File: config.mk
export PLATFORM = sky130hd
export DESIGN_NAME = evaporative_cooler_controller_top
export DESIGN_NICKNAME = d
export VERILOG_FILES = /design/src/hw/rtl/ecc_pkg.sv /design/src/hw/rtl/ecc_front.sv /design/src/hw/rtl/ecc_class_queue.sv /design/src/hw/rtl/ecc_back.sv /design/src/hw/rtl/evaporative_cooler_controller_top.sv
export SDC_FILE = /design/constraint.sdc
export NUM_CORES = 1
export LEC_CHECK = 0
export ABC_AREA = 0
export BUFFER_PORTS_ARGS = -buffer_cell sky130_fd_sc_hd__buf_4
export CORE_ASPECT_RATIO = 0.7
export CORE_UTILIZATION = 45
export DETAILED_ROUTE_END_ITERATION = 10
export PLACE_DENSITY = 0.67
export SLEW_MARGIN = 25
export SYNTH_ARGS = -nofsm -noshare
export SYNTH_HDL_FRONTEND = slang
export SYNTH_SLANG_ARGS = --single-unit
File: constraint.sdc
create_clock -name clock -period 4 [get_ports clock]
set_input_delay 0.6 -clock clock [delete_from_list [all_inputs] [get_ports clock]]
set_output_delay 0.6 -clock clock [all_outputs]
set_load 0.005 [all_outputs]
File: src/hw/rtl/ecc_pkg.sv
// Shared types and constants for the evaporative cooler controller.
// Depends on nothing; used by every module under hw/rtl.
`default_nettype none

package ecc_pkg;

   typedef enum logic [1:0] {
      CLS_COLD = 2'd0,
      CLS_COOL = 2'd1,
      CLS_HOT  = 2'd2
   } temp_class_type;

   typedef enum logic [1:0] {
      MODE_OFF  = 2'd0,
      MODE_ON   = 2'd1,
      MODE_SLOW = 2'd2
   } blower_mode_type;

   localparam int CSR_INDEX_W = 3;
   localparam int CSR_DATA_W  = 7;

   typedef enum logic [CSR_INDEX_W-1:0] {
      CSR_TARGET_TEMP  = 3'd0,
      CSR_TEMP_SWING   = 3'd1,
      CSR_TARGET_HUMID = 3'd2,
      CSR_TARGET_HSWING = 3'd3,
      CSR_MAX_HUMID    = 3'd4,
      CSR_MAX_HSWING   = 3'd5
   } csr_index_type;

   localparam logic [6:0] RST_TARGET_TEMP   = 7'd67;
   localparam logic [4:0] RST_TEMP_SWING    = 5'd5;
   localparam logic [6:0] RST_TARGET_HUMID  = 7'd90;
   localparam logic [6:0] RST_TARGET_HSWING = 7'd10;
   localparam logic [6:0] RST_MAX_HUMID     = 7'd80;
   localparam logic [6:0] RST_MAX_HSWING    = 7'd20;

   // Light codes, nibbles red/green/blue/white
   localparam logic [15:0] COL_NONE    = 16'h0000;
   localparam logic [15:0] COL_RED     = 16'h1000;
   localparam logic [15:0] COL_BLUE    = 16'h0010;
   localparam logic [15:0] COL_YELLOW  = 16'h1100;
   localparam logic [15:0] COL_GREEN   = 16'h0100;
   localparam logic [15:0] COL_MAGENTA = 16'h1010;
   localparam logic [15:0] COL_GREY    = 16'h0001;
   localparam logic [15:0] COL_WHITE   = 16'h1110;

   // Classified sample handed from front to back
   typedef struct packed {
      temp_class_type outside_cls;
      temp_class_type blower_cls;
      logic           inside_hot;
      logic           inside_wet;
      logic           blower_wet;
      logic           reservoir_low;
   } class_item_type;

   typedef struct packed {
      blower_mode_type blower_mode;
      logic            bilge_pump_on;
      logic            refill_pump_on;
      logic [15:0]     primary_color;
      logic [15:0]     secondary_color;
      logic            alert_on;
      logic            refill_light;
   } rsp_item_type;

endpackage

`default_nettype wire

File: src/hw/rtl/ecc_front.sv
// Front end: configuration registers and hysteresis classification.
// Depends on ecc_pkg. Produces one class_item_type per accepted sample.
`default_nettype none

module ecc_front (
   input  wire logic                               clock,
   input  wire logic                               reset,
   input  wire logic                               csr_write,
   input  wire logic [ecc_pkg::CSR_INDEX_W-1:0]    csr_index,
   input  wire logic [ecc_pkg::CSR_DATA_W-1:0]     csr_data,
   input  wire logic                               take,
   input  wire logic signed [8:0]                  outside_temp,
   input  wire logic [6:0]                         outside_humid,
   input  wire logic signed [8:0]                  inside_temp,
   input  wire logic [6:0]                         inside_humid,
   input  wire logic signed [8:0]                  blower_temp,
   input  wire logic [6:0]                         blower_humid,
   input  wire logic                               reservoir_low,
   output ecc_pkg::class_item_type                 item
);

   logic [6:0] target_temp_ff;
   logic [4:0] temp_swing_ff;
   logic [6:0] target_humid_ff;
   logic [6:0] target_hswing_ff;
   logic [6:0] max_humid_ff;
   logic [6:0] max_hswing_ff;

   ecc_pkg::temp_class_type outside_cls_ff, outside_cls_in;
   ecc_pkg::temp_class_type blower_cls_ff, blower_cls_in;
   logic inside_hot_ff, inside_hot_in;
   logic outside_wet_ff, outside_wet_in;
   logic blower_wet_ff, blower_wet_in;
   logic inside_wet_ff, inside_wet_in;

   logic signed [10:0] o_t, i_t, b_t, tt, ts, tt_lo, tt_hi, in_lo;
   logic signed [8:0]  o_h, i_h, b_h, th, th_lo, mh, mh_lo;

   function automatic ecc_pkg::temp_class_type next_class(
      input ecc_pkg::temp_class_type cls,
      input logic signed [10:0]      t,
      input logic signed [10:0]      in_t,
      input logic signed [10:0]      tgt,
      input logic signed [10:0]      tgt_lo,
      input logic signed [10:0]      in_t_lo
   );
      ecc_pkg::temp_class_type c;
      c = cls;
      if (c == ecc_pkg::CLS_COLD && t > tgt) c = ecc_pkg::CLS_COOL;
      if (c == ecc_pkg::CLS_COOL) begin
         if (t > in_t) c = ecc_pkg::CLS_HOT;
         if (t < tgt_lo) c = ecc_pkg::CLS_COLD;
      end
      if (c == ecc_pkg::CLS_HOT && t < in_t_lo) c = ecc_pkg::CLS_COOL;
      return c;
   endfunction

   // registers are written as-is, masked to width
   always_ff @(posedge clock) begin
      if (reset) begin
         target_temp_ff   <= ecc_pkg::RST_TARGET_TEMP;
         temp_swing_ff    <= ecc_pkg::RST_TEMP_SWING;
         target_humid_ff  <= ecc_pkg::RST_TARGET_HUMID;
         target_hswing_ff <= ecc_pkg::RST_TARGET_HSWING;
         max_humid_ff     <= ecc_pkg::RST_MAX_HUMID;
         max_hswing_ff    <= ecc_pkg::RST_MAX_HSWING;
      end else if (csr_write) begin
         unique case (csr_index)
            ecc_pkg::CSR_TARGET_TEMP:   target_temp_ff   <= csr_data;
            ecc_pkg::CSR_TEMP_SWING:    temp_swing_ff    <= csr_data[4:0];
            ecc_pkg::CSR_TARGET_HUMID:  target_humid_ff  <= csr_data;
            ecc_pkg::CSR_TARGET_HSWING: target_hswing_ff <= csr_data;
            ecc_pkg::CSR_MAX_HUMID:     max_humid_ff     <= csr_data;
            ecc_pkg::CSR_MAX_HSWING:    max_hswing_ff    <= csr_data;
            default: ;
         endcase
      end
   end

   always_comb begin
      o_t   = 11'(outside_temp);
      i_t   = 11'(inside_temp);
      b_t   = 11'(blower_temp);
      tt    = $signed({4'b0, target_temp_ff});
      ts    = $signed({6'b0, temp_swing_ff});
      tt_lo = tt - ts;
      tt_hi = tt + ts;
      in_lo = i_t - ts;
      o_h   = $signed({2'b0, outside_humid});
      i_h   = $signed({2'b0, inside_humid});
      b_h   = $signed({2'b0, blower_humid});
      th    = $signed({2'b0, target_humid_ff});
      th_lo = th - $signed({2'b0, target_hswing_ff});
      mh    = $signed({2'b0, max_humid_ff});
      mh_lo = mh - $signed({2'b0, max_hswing_ff});

      outside_cls_in = next_class(outside_cls_ff, o_t, i_t, tt, tt_lo, in_lo);
      blower_cls_in  = next_class(blower_cls_ff, b_t, i_t, tt, tt_lo, in_lo);

      if (!inside_hot_ff) inside_hot_in = (i_t > tt_hi);
      else                inside_hot_in = !(i_t <= tt);

      // outside and blower rise at >=, inside rises only strictly above
      outside_wet_in = outside_wet_ff ? !(o_h < th_lo) : (o_h >= th);
      blower_wet_in  = blower_wet_ff  ? !(b_h < th_lo) : (b_h >= th);
      inside_wet_in  = inside_wet_ff  ? !(i_h < mh_lo) : (i_h > mh);
   end

   always_ff @(posedge clock) begin
      if (reset) begin
         outside_cls_ff <= ecc_pkg::CLS_HOT;
         blower_cls_ff  <= ecc_pkg::CLS_HOT;
         inside_hot_ff  <= 1'b1;
         outside_wet_ff <= 1'b0;
         blower_wet_ff  <= 1'b0;
         inside_wet_ff  <= 1'b0;
      end else if (take) begin
         outside_cls_ff <= outside_cls_in;
         blower_cls_ff  <= blower_cls_in;
         inside_hot_ff  <= inside_hot_in;
         outside_wet_ff <= outside_wet_in;
         blower_wet_ff  <= blower_wet_in;
         inside_wet_ff  <= inside_wet_in;
      end
   end

   always_comb begin
      item.outside_cls   = outside_cls_in;
      item.blower_cls    = blower_cls_in;
      item.inside_hot    = inside_hot_in;
      item.inside_wet    = inside_wet_in;
      item.blower_wet    = blower_wet_in;
      item.reservoir_low = reservoir_low;
   end

endmodule

`default_nettype wire

File: src/hw/rtl/ecc_class_queue.sv
// Two-entry queue of classified samples between front and back.
// Depends on ecc_pkg (class_item_type).
`default_nettype none

module ecc_class_queue (
   input  wire logic                     clock,
   input  wire logic                     reset,
   input  wire logic                     push,
   input  wire ecc_pkg::class_item_type  push_item,
   output logic                          full,
   input  wire logic                     pop,
   output ecc_pkg::class_item_type       pop_item,
   output logic                          empty
);

   ecc_pkg::class_item_type entry_ff [2];
   logic       wr_ptr_ff, wr_ptr_in;
   logic       rd_ptr_ff, rd_ptr_in;
   logic [1:0] count_ff, count_in;
   logic       do_push, do_pop;

   always_comb begin
      full     = (count_ff == 2'd2);
      empty    = (count_ff == 2'd0);
      do_push  = push && !full;
      do_pop   = pop && !empty;
      pop_item = entry_ff[rd_ptr_ff];
      wr_ptr_in = do_push ? !wr_ptr_ff : wr_ptr_ff;
      rd_ptr_in = do_pop ? !rd_ptr_ff : rd_ptr_ff;
      case ({do_push, do_pop})
         2'b10:   count_in = count_ff + 2'd1;
         2'b01:   count_in = count_ff - 2'd1;
         default: count_in = count_ff;
      endcase
   end

   always_ff @(posedge clock) begin
      if (reset) begin
         wr_ptr_ff <= 1'b0;
         rd_ptr_ff <= 1'b0;
         count_ff  <= 2'd0;
      end else begin
         wr_ptr_ff <= wr_ptr_in;
         rd_ptr_ff <= rd_ptr_in;
         count_ff  <= count_in;
      end
   end

   always_ff @(posedge clock) begin
      if (do_push) entry_ff[wr_ptr_ff] <= push_item;
   end

endmodule

`default_nettype wire

File: src/hw/rtl/ecc_back.sv
// Back end: priority table from classes to actuator and light commands,
// followed by a two-entry result queue. Depends on ecc_pkg.
`default_nettype none

module ecc_back (
   input  wire logic                     clock,
   input  wire logic                     reset,
   input  wire ecc_pkg::class_item_type  cls_item,
   input  wire logic                     cls_empty,
   output logic                          cls_pop,
   input  wire logic                     rsp_pop,
   output logic                          rsp_empty,
   output ecc_pkg::rsp_item_type         rsp_item
);

   ecc_pkg::rsp_item_type res;
   ecc_pkg::rsp_item_type entry_ff [2];
   logic       wr_ptr_ff, wr_ptr_in;
   logic       rd_ptr_ff, rd_ptr_in;
   logic [1:0] count_ff, count_in;
   logic       out_full, do_push, do_pop;
   logic       low;

   always_comb begin
      low = cls_item.reservoir_low;
      res = '0;
      res.blower_mode = ecc_pkg::MODE_OFF;
      if (cls_item.inside_hot && cls_item.inside_wet &&
          cls_item.outside_cls == ecc_pkg::CLS_HOT) begin
         // overhumid shutdown wins over refill
         res.primary_color   = ecc_pkg::COL_RED;
         res.secondary_color = ecc_pkg::COL_BLUE;
         res.alert_on        = 1'b1;
      end else begin
         res.refill_pump_on = low;
         res.refill_light   = low;
         if (!cls_item.inside_hot) begin
            res.primary_color = ecc_pkg::COL_NONE;
         end else if (cls_item.outside_cls == ecc_pkg::CLS_COLD) begin
            res.blower_mode   = ecc_pkg::MODE_ON;
            res.primary_color = ecc_pkg::COL_GREY;
         end else if (cls_item.outside_cls == ecc_pkg::CLS_COOL) begin
            res.blower_mode = ecc_pkg::MODE_ON;
            if (cls_item.inside_wet) begin
               res.primary_color = ecc_pkg::COL_MAGENTA;
            end else begin
               res.primary_color = ecc_pkg::COL_GREEN;
               if (!low && !cls_item.blower_wet) begin
                  res.bilge_pump_on   = 1'b1;
                  res.secondary_color = ecc_pkg::COL_BLUE;
               end
            end
         end else if (cls_item.blower_cls == ecc_pkg::CLS_HOT) begin
            res.blower_mode = ecc_pkg::MODE_SLOW;
            res.alert_on    = 1'b1;
            if (cls_item.blower_wet) begin
               res.primary_color = ecc_pkg::COL_RED;
            end else if (!low) begin
               res.bilge_pump_on = 1'b1;
               res.primary_color = ecc_pkg::COL_BLUE;
            end else begin
               res.primary_color = ecc_pkg::COL_YELLOW;
            end
         end else begin
            res.blower_mode   = ecc_pkg::MODE_ON;
            res.primary_color = (cls_item.blower_cls == ecc_pkg::CLS_COOL) ?
                                ecc_pkg::COL_YELLOW : ecc_pkg::COL_WHITE;
            if (!low && !cls_item.blower_wet) begin
               res.bilge_pump_on   = 1'b1;
               res.secondary_color = ecc_pkg::COL_BLUE;
            end
         end
      end
   end

   // result queue
   always_comb begin
      out_full  = (count_ff == 2'd2);
      rsp_empty = (count_ff == 2'd0);
      do_push   = !cls_empty && !out_full;
      cls_pop   = do_push;
      do_pop    = rsp_pop && !rsp_empty;
      rsp_item  = entry_ff[rd_ptr_ff];
      wr_ptr_in = do_push ? !wr_ptr_ff : wr_ptr_ff;
      rd_ptr_in = do_pop ? !rd_ptr_ff : rd_ptr_ff;
      case ({do_push, do_pop})
         2'b10:   count_in = count_ff + 2'd1;
         2'b01:   count_in = count_ff - 2'd1;
         default: count_in = count_ff;
      endcase
   end

   always_ff @(posedge clock) begin
      if (reset) begin
         wr_ptr_ff <= 1'b0;
         rd_ptr_ff <= 1'b0;
         count_ff  <= 2'd0;
      end else begin
         wr_ptr_ff <= wr_ptr_in;
         rd_ptr_ff <= rd_ptr_in;
         count_ff  <= count_in;
      end
   end

   always_ff @(posedge clock) begin
      if (do_push) entry_ff[wr_ptr_ff] <= res;
   end

endmodule

`default_nettype wire

File: src/hw/rtl/evaporative_cooler_controller_top.sv
// Top level of the evaporative cooler controller.
// Depends on ecc_pkg, ecc_front, ecc_class_queue and ecc_back.
//
//   channel  | handshake           | payload
//   ---------+---------------------+-------------------------------------------
//   req      | req_push / req_full | six sensor readings, reservoir_low flag
//   rsp      | rsp_pop / rsp_empty | blower mode, pumps, colors, alert, refill
//   csr      | csr_valid/csr_ready | csr_index (0..5), csr_data
//
// One sample per cycle sustained while rsp_pop drains results; a result passes
// through the class queue and then the result queue before it can be popped on rsp
// (front classifies on acceptance, back runs the table on the class queue head). Each
// side owns a two-entry queue, so a stalled rsp side backs up into req_full only after
// four samples are held. Synchronous reset restores the register defaults and hysteresis
// classes and empties both queues. csr_ready is always high.
`default_nettype none

module evaporative_cooler_controller_top (
   input  wire logic                            clock,
   input  wire logic                            reset,
   input  wire logic                            csr_valid,
   output logic                                 csr_ready,
   input  wire logic [ecc_pkg::CSR_INDEX_W-1:0] csr_index,
   input  wire logic [ecc_pkg::CSR_DATA_W-1:0]  csr_data,
   input  wire logic                            req_push,
   output logic                                 req_full,
   input  wire logic signed [8:0]               req_outside_temp,
   input  wire logic [6:0]                      req_outside_humid,
   input  wire logic signed [8:0]               req_inside_temp,
   input  wire logic [6:0]                      req_inside_humid,
   input  wire logic signed [8:0]               req_blower_temp,
   input  wire logic [6:0]                      req_blower_humid,
   input  wire logic                            req_reservoir_low,
   input  wire logic                            rsp_pop,
   output logic                                 rsp_empty,
   output logic [1:0]                           rsp_blower_mode,
   output logic                                 rsp_bilge_pump_on,
   output logic                                 rsp_refill_pump_on,
   output logic [15:0]                          rsp_primary_color,
   output logic [15:0]                          rsp_secondary_color,
   output logic                                 rsp_alert_on,
   output logic                                 rsp_refill_light
);

   ecc_pkg::class_item_type front_item, queue_item;
   ecc_pkg::rsp_item_type   rsp_item;
   logic take, q_empty, q_pop;

   assign csr_ready = 1'b1;
   assign take      = req_push && !req_full;

   ecc_front u_front (
      .clock         (clock),
      .reset         (reset),
      .csr_write     (csr_valid && csr_ready),
      .csr_index     (csr_index),
      .csr_data      (csr_data),
      .take          (take),
      .outside_temp  (req_outside_temp),
      .outside_humid (req_outside_humid),
      .inside_temp   (req_inside_temp),
      .inside_humid  (req_inside_humid),
      .blower_temp   (req_blower_temp),
      .blower_humid  (req_blower_humid),
      .reservoir_low (req_reservoir_low),
      .item          (front_item)
   );

   ecc_class_queue u_queue (
      .clock     (clock),
      .reset     (reset),
      .push      (req_push),
      .push_item (front_item),
      .full      (req_full),
      .pop       (q_pop),
      .pop_item  (queue_item),
      .empty     (q_empty)
   );

   ecc_back u_back (
      .clock     (clock),
      .reset     (reset),
      .cls_item  (queue_item),
      .cls_empty (q_empty),
      .cls_pop   (q_pop),
      .rsp_pop   (rsp_pop),
      .rsp_empty (rsp_empty),
      .rsp_item  (rsp_item)
   );

   assign rsp_blower_mode     = rsp_item.blower_mode;
   assign rsp_bilge_pump_on   = rsp_item.bilge_pump_on;
   assign rsp_refill_pump_on  = rsp_item.refill_pump_on;
   assign rsp_primary_color   = rsp_item.primary_color;
   assign rsp_secondary_color = rsp_item.secondary_color;
   assign rsp_alert_on        = rsp_item.alert_on;
   assign rsp_refill_light    = rsp_item.refill_light;

   // queues come out of reset empty
   a_reset_empty: assert property (@(posedge clock)
      reset |=> rsp_empty && q_empty)
      else $error("queues not empty after reset");

   // refill indication always follows the refill pump
   a_refill_pair: assert property (@(posedge clock) disable iff (reset)
      !rsp_empty |-> rsp_refill_light == rsp_refill_pump_on)
      else $error("refill light and pump disagree");

   // alert only with the blower off or slow
   a_alert_mode: assert property (@(posedge clock) disable iff (reset)
      (!rsp_empty && rsp_alert_on) |->
         (rsp_blower_mode == ecc_pkg::MODE_OFF || rsp_blower_mode == ecc_pkg::MODE_SLOW))
      else $error("alert with blower fully on");

   // a sample entering an idle block reaches the result side through the class queue and the result queue
   a_latency: assert property (@(posedge clock) disable iff (reset)
      (take && q_empty && rsp_empty && !rsp_pop) |-> ##2 !rsp_empty)
      else $error("sample lost between front and back");

endmodule

`default_nettype wire

* Word-level counts from Yosys, hierarchy flattened
Memory sizes are Yosys's and may differ from the RTL's. A register that Yosys moved wholly into a read port is not among the register bits.
Index checks and enable logic that the tools add are counted.
** Storage, ports and cells
- Flip-flop bits (word level) :: 55
- Word-level logic and storage cells :: 149
- Bits of input ports :: 64
- Memories kept :: 2
- Bits in writable memories :: 92
** Cells by class
- Reduce and logical (&&, ||, !) cells :: 38
- Equality and inequality tests :: 19
- Order comparisons :: 14
- Multiplexer cells :: 50
- Add/subtract/negate cells :: 9
** Memories
- u_back.entry_ff :: words 2, width 38, read ports 1, clocked after memory_dff 1, write ports 1, RTL line ecc_back.sv:17 : ecc_pkg::rsp_item_type entry_ff [2];
- u_queue.entry_ff :: words 2, width 8, read ports 1, clocked after memory_dff 1, write ports 1, RTL line ecc_class_queue.sv:16 : ecc_pkg::class_item_type entry_ff [2];
** Operators by type and width (number)
- two-way mux 16 bit :: 4
- two-way mux 13 bit :: 3
- two-way mux 17 bit :: 2
- two-way mux 33 bit :: 1
- two-way mux 32 bit :: 1
- > comparator 9 bit :: 3
- two-way mux 2 bit :: 11
- < comparator 9 x 10 -> 1 bit :: 2
- two-way mux 1 bit :: 19
- > comparator 9 x 8 -> 1 bit :: 2
- < comparator 8 x 9 -> 1 bit :: 2
- < comparator 9 x 8 -> 1 bit :: 2
- equality test 2 bit, second input constant :: 8
- subtractor 7 x 7 -> 8 bit :: 2
- two-way mux 5 bit :: 3
- logical NOT 1 bit :: 13
- equality test 2 x 1 -> 1 bit, second input constant :: 6
- AND reduction 2 bit :: 6
- logical AND 1 bit :: 11
- logical NOT 2 bit :: 5
- subtractor 9 x 6 -> 10 bit :: 1
- <= comparator 9 x 8 -> 1 bit :: 1
- two-way mux 3 bit :: 3
- adder 7 x 5 -> 8 bit :: 1
- other kinds (12) :: 18

* Logic depth before layout (Yosys ltp)
- Word-level depth :: 9
- Gate-level depth with buffers :: 17
- Depth with buffers taken out :: 17

* Hierarchy
From an unflattened synthesis, not the netlist that was laid out.
** Unflattened totals
- Cells, all modules :: 875
- Area, all modules :: 7785.0 sq um
** Modules (own cells, without submodules)
- ecc_front :: cells an instance 705, instances 1, seq. area each 940.9 sq um, area an instance 5630.4 sq um
- ecc_back :: cells an instance 116, instances 1, seq. area each 700.7 sq um, area an instance 1331.3 sq um
- ecc_class_queue :: cells an instance 51, instances 1, seq. area each 580.6 sq um, area an instance 798.3 sq um
- evaporative_cooler_controller_top :: cells an instance 3, instances 1, seq. area each 0.0 sq um, area an instance 25.0 sq um

* Least setup slack after synthesis
OpenSTA, ideal clock, no wires.
- Kind :: input -> register
- Start :: input port req_inside_temp[0]
- End :: register u_front.blower_cls_ff[1]
- Arrival :: 3.684 ns
- Slack :: 0.237 ns
- Cell stages on the path :: 17
- Setup time :: 0.079 ns
- Required time :: 3.921 ns
- Cells stage by stage :: inv_1 -> ha_1 -> inv_1 -> fa_1 -> a21o_1 -> a21oi_1 -> nor2b_1 -> nor3_1 -> xnor2_1 -> ha_1 -> nor2b_1 -> o21ai_0 -> o311a_1 -> a311oi_1 -> inv_1 -> or3_1 -> o211ai_1
** On the way
- Word-level cells in the longest chain between the ends :: 7
** RTL lines
- start, declared :: RTL line evaporative_cooler_controller_top.sv:29 : input wire logic signed [8:0] req_inside_temp,
- parallel branches: the longest is 6 deep, another holds subtractor 9 x 6 -> 10 bit
- two-way mux 2 bit (*) :: RTL line ecc_front.sv:54 : if (c == ecc_pkg::CLS_HOT && t < in_t_lo) c = ecc_pkg::CLS_COOL;
- end signal, assigned :: RTL line ecc_front.sv:112 : blower_cls_ff <= ecc_pkg::CLS_HOT;
- end signal, assigned :: RTL line ecc_front.sv:119 : blower_cls_ff <= blower_cls_in;
- end, declared :: RTL line ecc_front.sv:30 : ecc_pkg::temp_class_type blower_cls_ff, blower_cls_in;
Every way passes the cells marked *.
A chain may end at the register's enable or synchronous reset.

* Worst setup path in the final report
Same ends and word-level chain as after synthesis.

==> metrics.json <==
{
  "detailedPlacementHpwl": {"value": 14450, "unit": "µm"},
  "die_height": {"value": 111.3, "unit": "µm"},
  "timing.critical_path.cells": {"value": "buf_4 -> inv_1 -> ha_1 -> inv_1 -> fa_1 -> a21o_1 -> a21oi_2 -> nor2b_1 -> nor3_1 -> xnor2_1 -> ha_1 -> o21a_1 -> o21ai_0 -> o311a_1 -> a311oi_2 -> inv_1 -> or3_1 -> o211ai_1"},
  "timing.critical_path.fanout_max": {"value": 2},
  "global_route_wire_length_before_repair": {"value": 29460, "unit": "µm"},
  "dpl_cell_area": {"value": 8381, "unit": "µm²"},
  "start_util": {"value": 0.4656},
  "yosys.cell_types.count": {"value": 63},
  "static-leakage-power": {"value": 3.861, "unit": "nW"},
  "drt_iter0_markers": {"value": 392},
  "dr.pass1.iters": {"value": 5},
  "cts_hold_buffers": {"value": 0},
  "post-route-min-period": {"value": 3.765, "unit": "ns"},
  "setup.worst_path.class": {"value": "primary input to flip-flop"},
  "syn-instance-count": {"value": 860},
  "p_per_area": {"value": 388.5, "unit": "nW/µm²"},
  "grt_start_max_net_pins": {"value": 38},
  "grt_antenna_before_repair": {"value": 0},
  "num_vias": {"value": 6221},
  "finalWeightedCongestion": {"value": 0.8787},
  "detailed_route_vias_per_instance": {"value": 5.340},
  "postRouteAntennaNets": {"value": 0},
  "synthesis.yosys.warnings": {"value": 0},
  "crit_path_frequent_cell": {"value": "sky130_fd_sc_hd__inv_1"},
  "timing_worst_slew_pin_value": {"value": 0.8900, "unit": "ns"},
  "detail_route.drc_violations": {"value": 0},
  "place.port_buffers": {"value": 69},
  "final_layout_size_suffix_gt1_frac": {"value": 0.1351},
  "rows": {"value": 39},
  "timing.final.max_slew_violations": {"value": 0},
  "worst_hold_startpoint": {"value": "req_reservoir_low"},
  "worstSkewPairLatency": {"value": 0.34, "unit": "ns"},
  "synthesis.area": {"value": 7680, "unit": "µm²"},
  "grt_pass1_vias": {"value": 5822},
  "worstHoldPathType": {"value": "primary input to flip-flop"},
  "fp.coreArea": {"value": 16490, "unit": "µm²"},
  "endpoint_required_time_on_the_critical_path": {"value": 4.27, "unit": "ns"},
  "clock-sinks": {"value": 93},
  "routed_wirelength_normalized_by_instance_count": {"value": 15.22, "unit": "µm"},
  "synth_enable_flop_cells": {"value": 36},
  "finalInstanceArea": {"value": 8715, "unit": "µm²"},
  "global_route.usage.total": {"value": 0.2111},
  "clock_skew": {"value": 0.007685, "unit": "ns"},
  "area_delta_synth_final": {"value": 13.47, "unit": "%"},
  "dieArea": {"value": 17600, "unit": "µm²"},
  "achievable-frequency": {"value": 265.6, "unit": "MHz"},
  "htree_num_levels": {"value": 3},
  "final-hold-violation-count": {"value": 0},
  "worst_ir_drop_vdd": {"value": 250.6, "unit": "µV"},
  "total_power": {"value": 3.386, "unit": "mW"},
  "finalNetCount": {"value": 1138},
  "slowest_stage": {"value": "sky130_fd_sc_hd__o311a_1"},
  "grt_overflow": {"value": 0},
  "tritoncts.num_buffers": {"value": 9},
  "worst_setup_end_kind": {"value": "flip-flop"},
  "timing.critical_path.from_type": {"value": "primary input"},
  "status": {"value": "finished clean"},
  "cp.arrival": {"value": 4.03, "unit": "ns"},
  "slew_headroom": {"value": 0.4045},
  "worstSetupStartpoint": {"value": "req_inside_temp[0]"},
  "global_route.peak_usage_layer": {"value": "met1"},
  "synthArstFlopShare": {"value": 0},
  "cts.reportedPaths.clkPinSlew": {"value": 0.07, "unit": "ns"},
  "drv_cap": {"value": 0},
  "cts_buffer_depth": {"value": 2},
  "synth_seq_area_share": {"value": 0.2893},
  "wl": {"value": 17730, "unit": "µm"},
  "setup_viol": {"value": 0},
  "synth_flop_cell": {"value": "sky130_fd_sc_hd__dfxtp_1"},
  "use_met3": {"value": 0.03792},
  "synth.avg_cell_area": {"value": 8.930, "unit": "µm²"},
  "chipWidth": {"value": 158.1, "unit": "µm"},
  "r2r_start": {"value": "u_front.temp_swing_ff[1]"},
  "clock_tree_from_tritoncts": {"value": "done"},
  "antennaDiodeCount": {"value": 0},
  "grt.met2_usage": {"value": 0.3140},
  "grt_setup_unrepaired": {"value": "false"},
  "worst_hold_slack": {"value": 0.4420, "unit": "ns"},
  "clockRootBuffer": {"value": "sky130_fd_sc_hd__clkbuf_16"},
  "grtUsageMet1": {"value": 0.3211},
  "fin_crit_sh": {"value": 0.9413},
  "critical_path.max_stage_delay": {"value": 0.40, "unit": "ns"},
  "io_pins": {"value": 105},
  "postSynthRegisterBits": {"value": 93}
}
==> area by class of cell <==
type,instances,area (µm²)
Clock buffer,9,225.2
Clock inverter,7,87.58
Fill cell,1612,7779
Inverter,80,300.3
Multi-Input combinational cell,667,4966
Sequential cell,93,2223
Tap cell,225,281.5
Timing Repair Buffer,84,630.6
==> state kept, by name (all words and copies together) (netlist names), 2 cells and up, named ones only <==
register and count:
u_back.count_ff 2, u_back.entry_ff 20, u_front.blower_cls_ff 2, u_front.max_hswing_ff 7, u_front.max_humid_ff 7, u_front.outside_cls_ff 2, u_front.target_hswing_ff 7, u_front.target_humid_ff 7
u_front.target_temp_ff 7, u_front.temp_swing_ff 5, u_queue.count_ff 2, u_queue.entry_ff 16
==> cell usage in the layout, fill, tap and decap left out, types with 10 or more instances in the layout <==
cell	instances
sky130_fd_sc_hd__o21a_1	26
sky130_fd_sc_hd__o21ai_0	53
sky130_fd_sc_hd__mux2i_1	18
sky130_fd_sc_hd__xnor2_1	21
sky130_fd_sc_hd__mux2_2	13
sky130_fd_sc_hd__dfxtp_1	56
sky130_fd_sc_hd__nor2b_1	16
sky130_fd_sc_hd__nand3_1	12
sky130_fd_sc_hd__nand2b_1	11
sky130_fd_sc_hd__conb_1	28
sky130_fd_sc_hd__nor2_1	66
sky130_fd_sc_hd__o211ai_1	23
sky130_fd_sc_hd__nand2_1	67
sky130_fd_sc_hd__nand4_1	10
sky130_fd_sc_hd__nor3_1	13
sky130_fd_sc_hd__ha_1	134
sky130_fd_sc_hd__a21oi_1	52
sky130_fd_sc_hd__buf_4	84
sky130_fd_sc_hd__edfxtp_1	36
sky130_fd_sc_hd__xor2_1	10
sky130_fd_sc_hd__inv_1	80
sky130_fd_sc_hd__a21o_1	12
==> path summary, 6_finish.rpt <==
path / to / slack (ns) / depth (start not counted)
max: u_front.blower_cls_ff[1] / 0.23 / 18
max reg2reg: u_front.blower_cls_ff[1] / 0.25 / 16
min reg2reg: u_front.target_hswing_ff[4] / 0.46 / 2
min: u_queue.entry_ff[0][0] / 0.44 / 1
==> worst max-delay path, delay by kind of cell <==
| kind | cells | cell delay (ns) |
|---|---|---|
| XOR/XNOR | 1 | 0.19 |
| AND/OR/NAND/NOR | 3 | 0.65 |
| adder cells (fa/ha/maj) | 3 | 0.75 |
| buffers and inverters | 4 | 0.33 |
| AO/OA/AOI/OAI | 7 | 1.52 |
==> per-layer routing <==
metal | share of wire | vias up | wire length (µm)
li1 | - | 3189 | -
met1 | 0.52 | 2852 | 9211
met2 | 0.42 | 165 | 7364
met3 | 0.058 | 15 | 1032
met4 | 0.0068 | 0 | 121
met5 | 0 | - | 0
==> per-stage QoR <==
step | util | instances | setup WS (ns) | TNS, ns
floorplan | - | 886 | 0.2371 | 0
global route | 0.5284 | 1165 | 0.001583 | 0
CTS | 0.5271 | 1165 | 0.07381 | 0
detailed placement | 0.5081 | 1149 | -0.2652 | -0.7522
global placement | 0.5081 | 1149 | -0.2105 | -0.5856
finish | 0.5284 | 1165 | 0.2346 | 0
==> power by group <==
part / total (mW) / internal (mW) / switching (mW)
Combinational: 1.19 / 0.562 / 0.629
Clock: 0.892 / 0.500 / 0.392
Sequential: 1.30 / 1.20 / 0.103
==> repair_timing <==
action | CTS | global route
buffers inserted | 0 | 0
endpoints found under the setup margin | 0 | 5
resized for setup | 0 | 5
==> cell usage after synthesis (all sizes together), types with 10 or more instances <==
cell | instances | area, µm²
inv | 80 | 300.3
nor3 | 15 | 75.07
o21ai | 53 | 265.3
o21a | 26 | 195.2
a21o | 13 | 98.85
nor2b | 17 | 113.9
nor2 | 66 | 247.7
a21oi | 53 | 265.3
nand2 | 67 | 251.5
xnor2 | 21 | 183.9
nand2b | 11 | 68.82
dfxtp | 57 | 1141
o211ai | 23 | 172.7
mux2i | 18 | 180.2
nand3 | 12 | 60.06
clkbuf | 14 | 72.57
buf | 32 | 236.5
xor2 | 10 | 87.58
ha | 134 | 1677
mux2 | 13 | 146.4
nand4 | 10 | 62.56
edfxtp | 36 | 1081
==> kinds of logic (layout without fill, tap and decap cells) <==
group	count (synthesis)	after routing	share of synthesized area
AOI/OAI and AO/OA	221	221	0.1898
xor gates and xnor gates	31	31	0.03535
adders and majority gates	139	139	0.2313
buffers and inverters	126	180	0.07934
DFF	93	93	0.2893
muxes	31	31	0.04252
other	2	28	0.0009779
and+or+nand+nor	217	217	0.1313
Power figures use the tool's default switching activity.
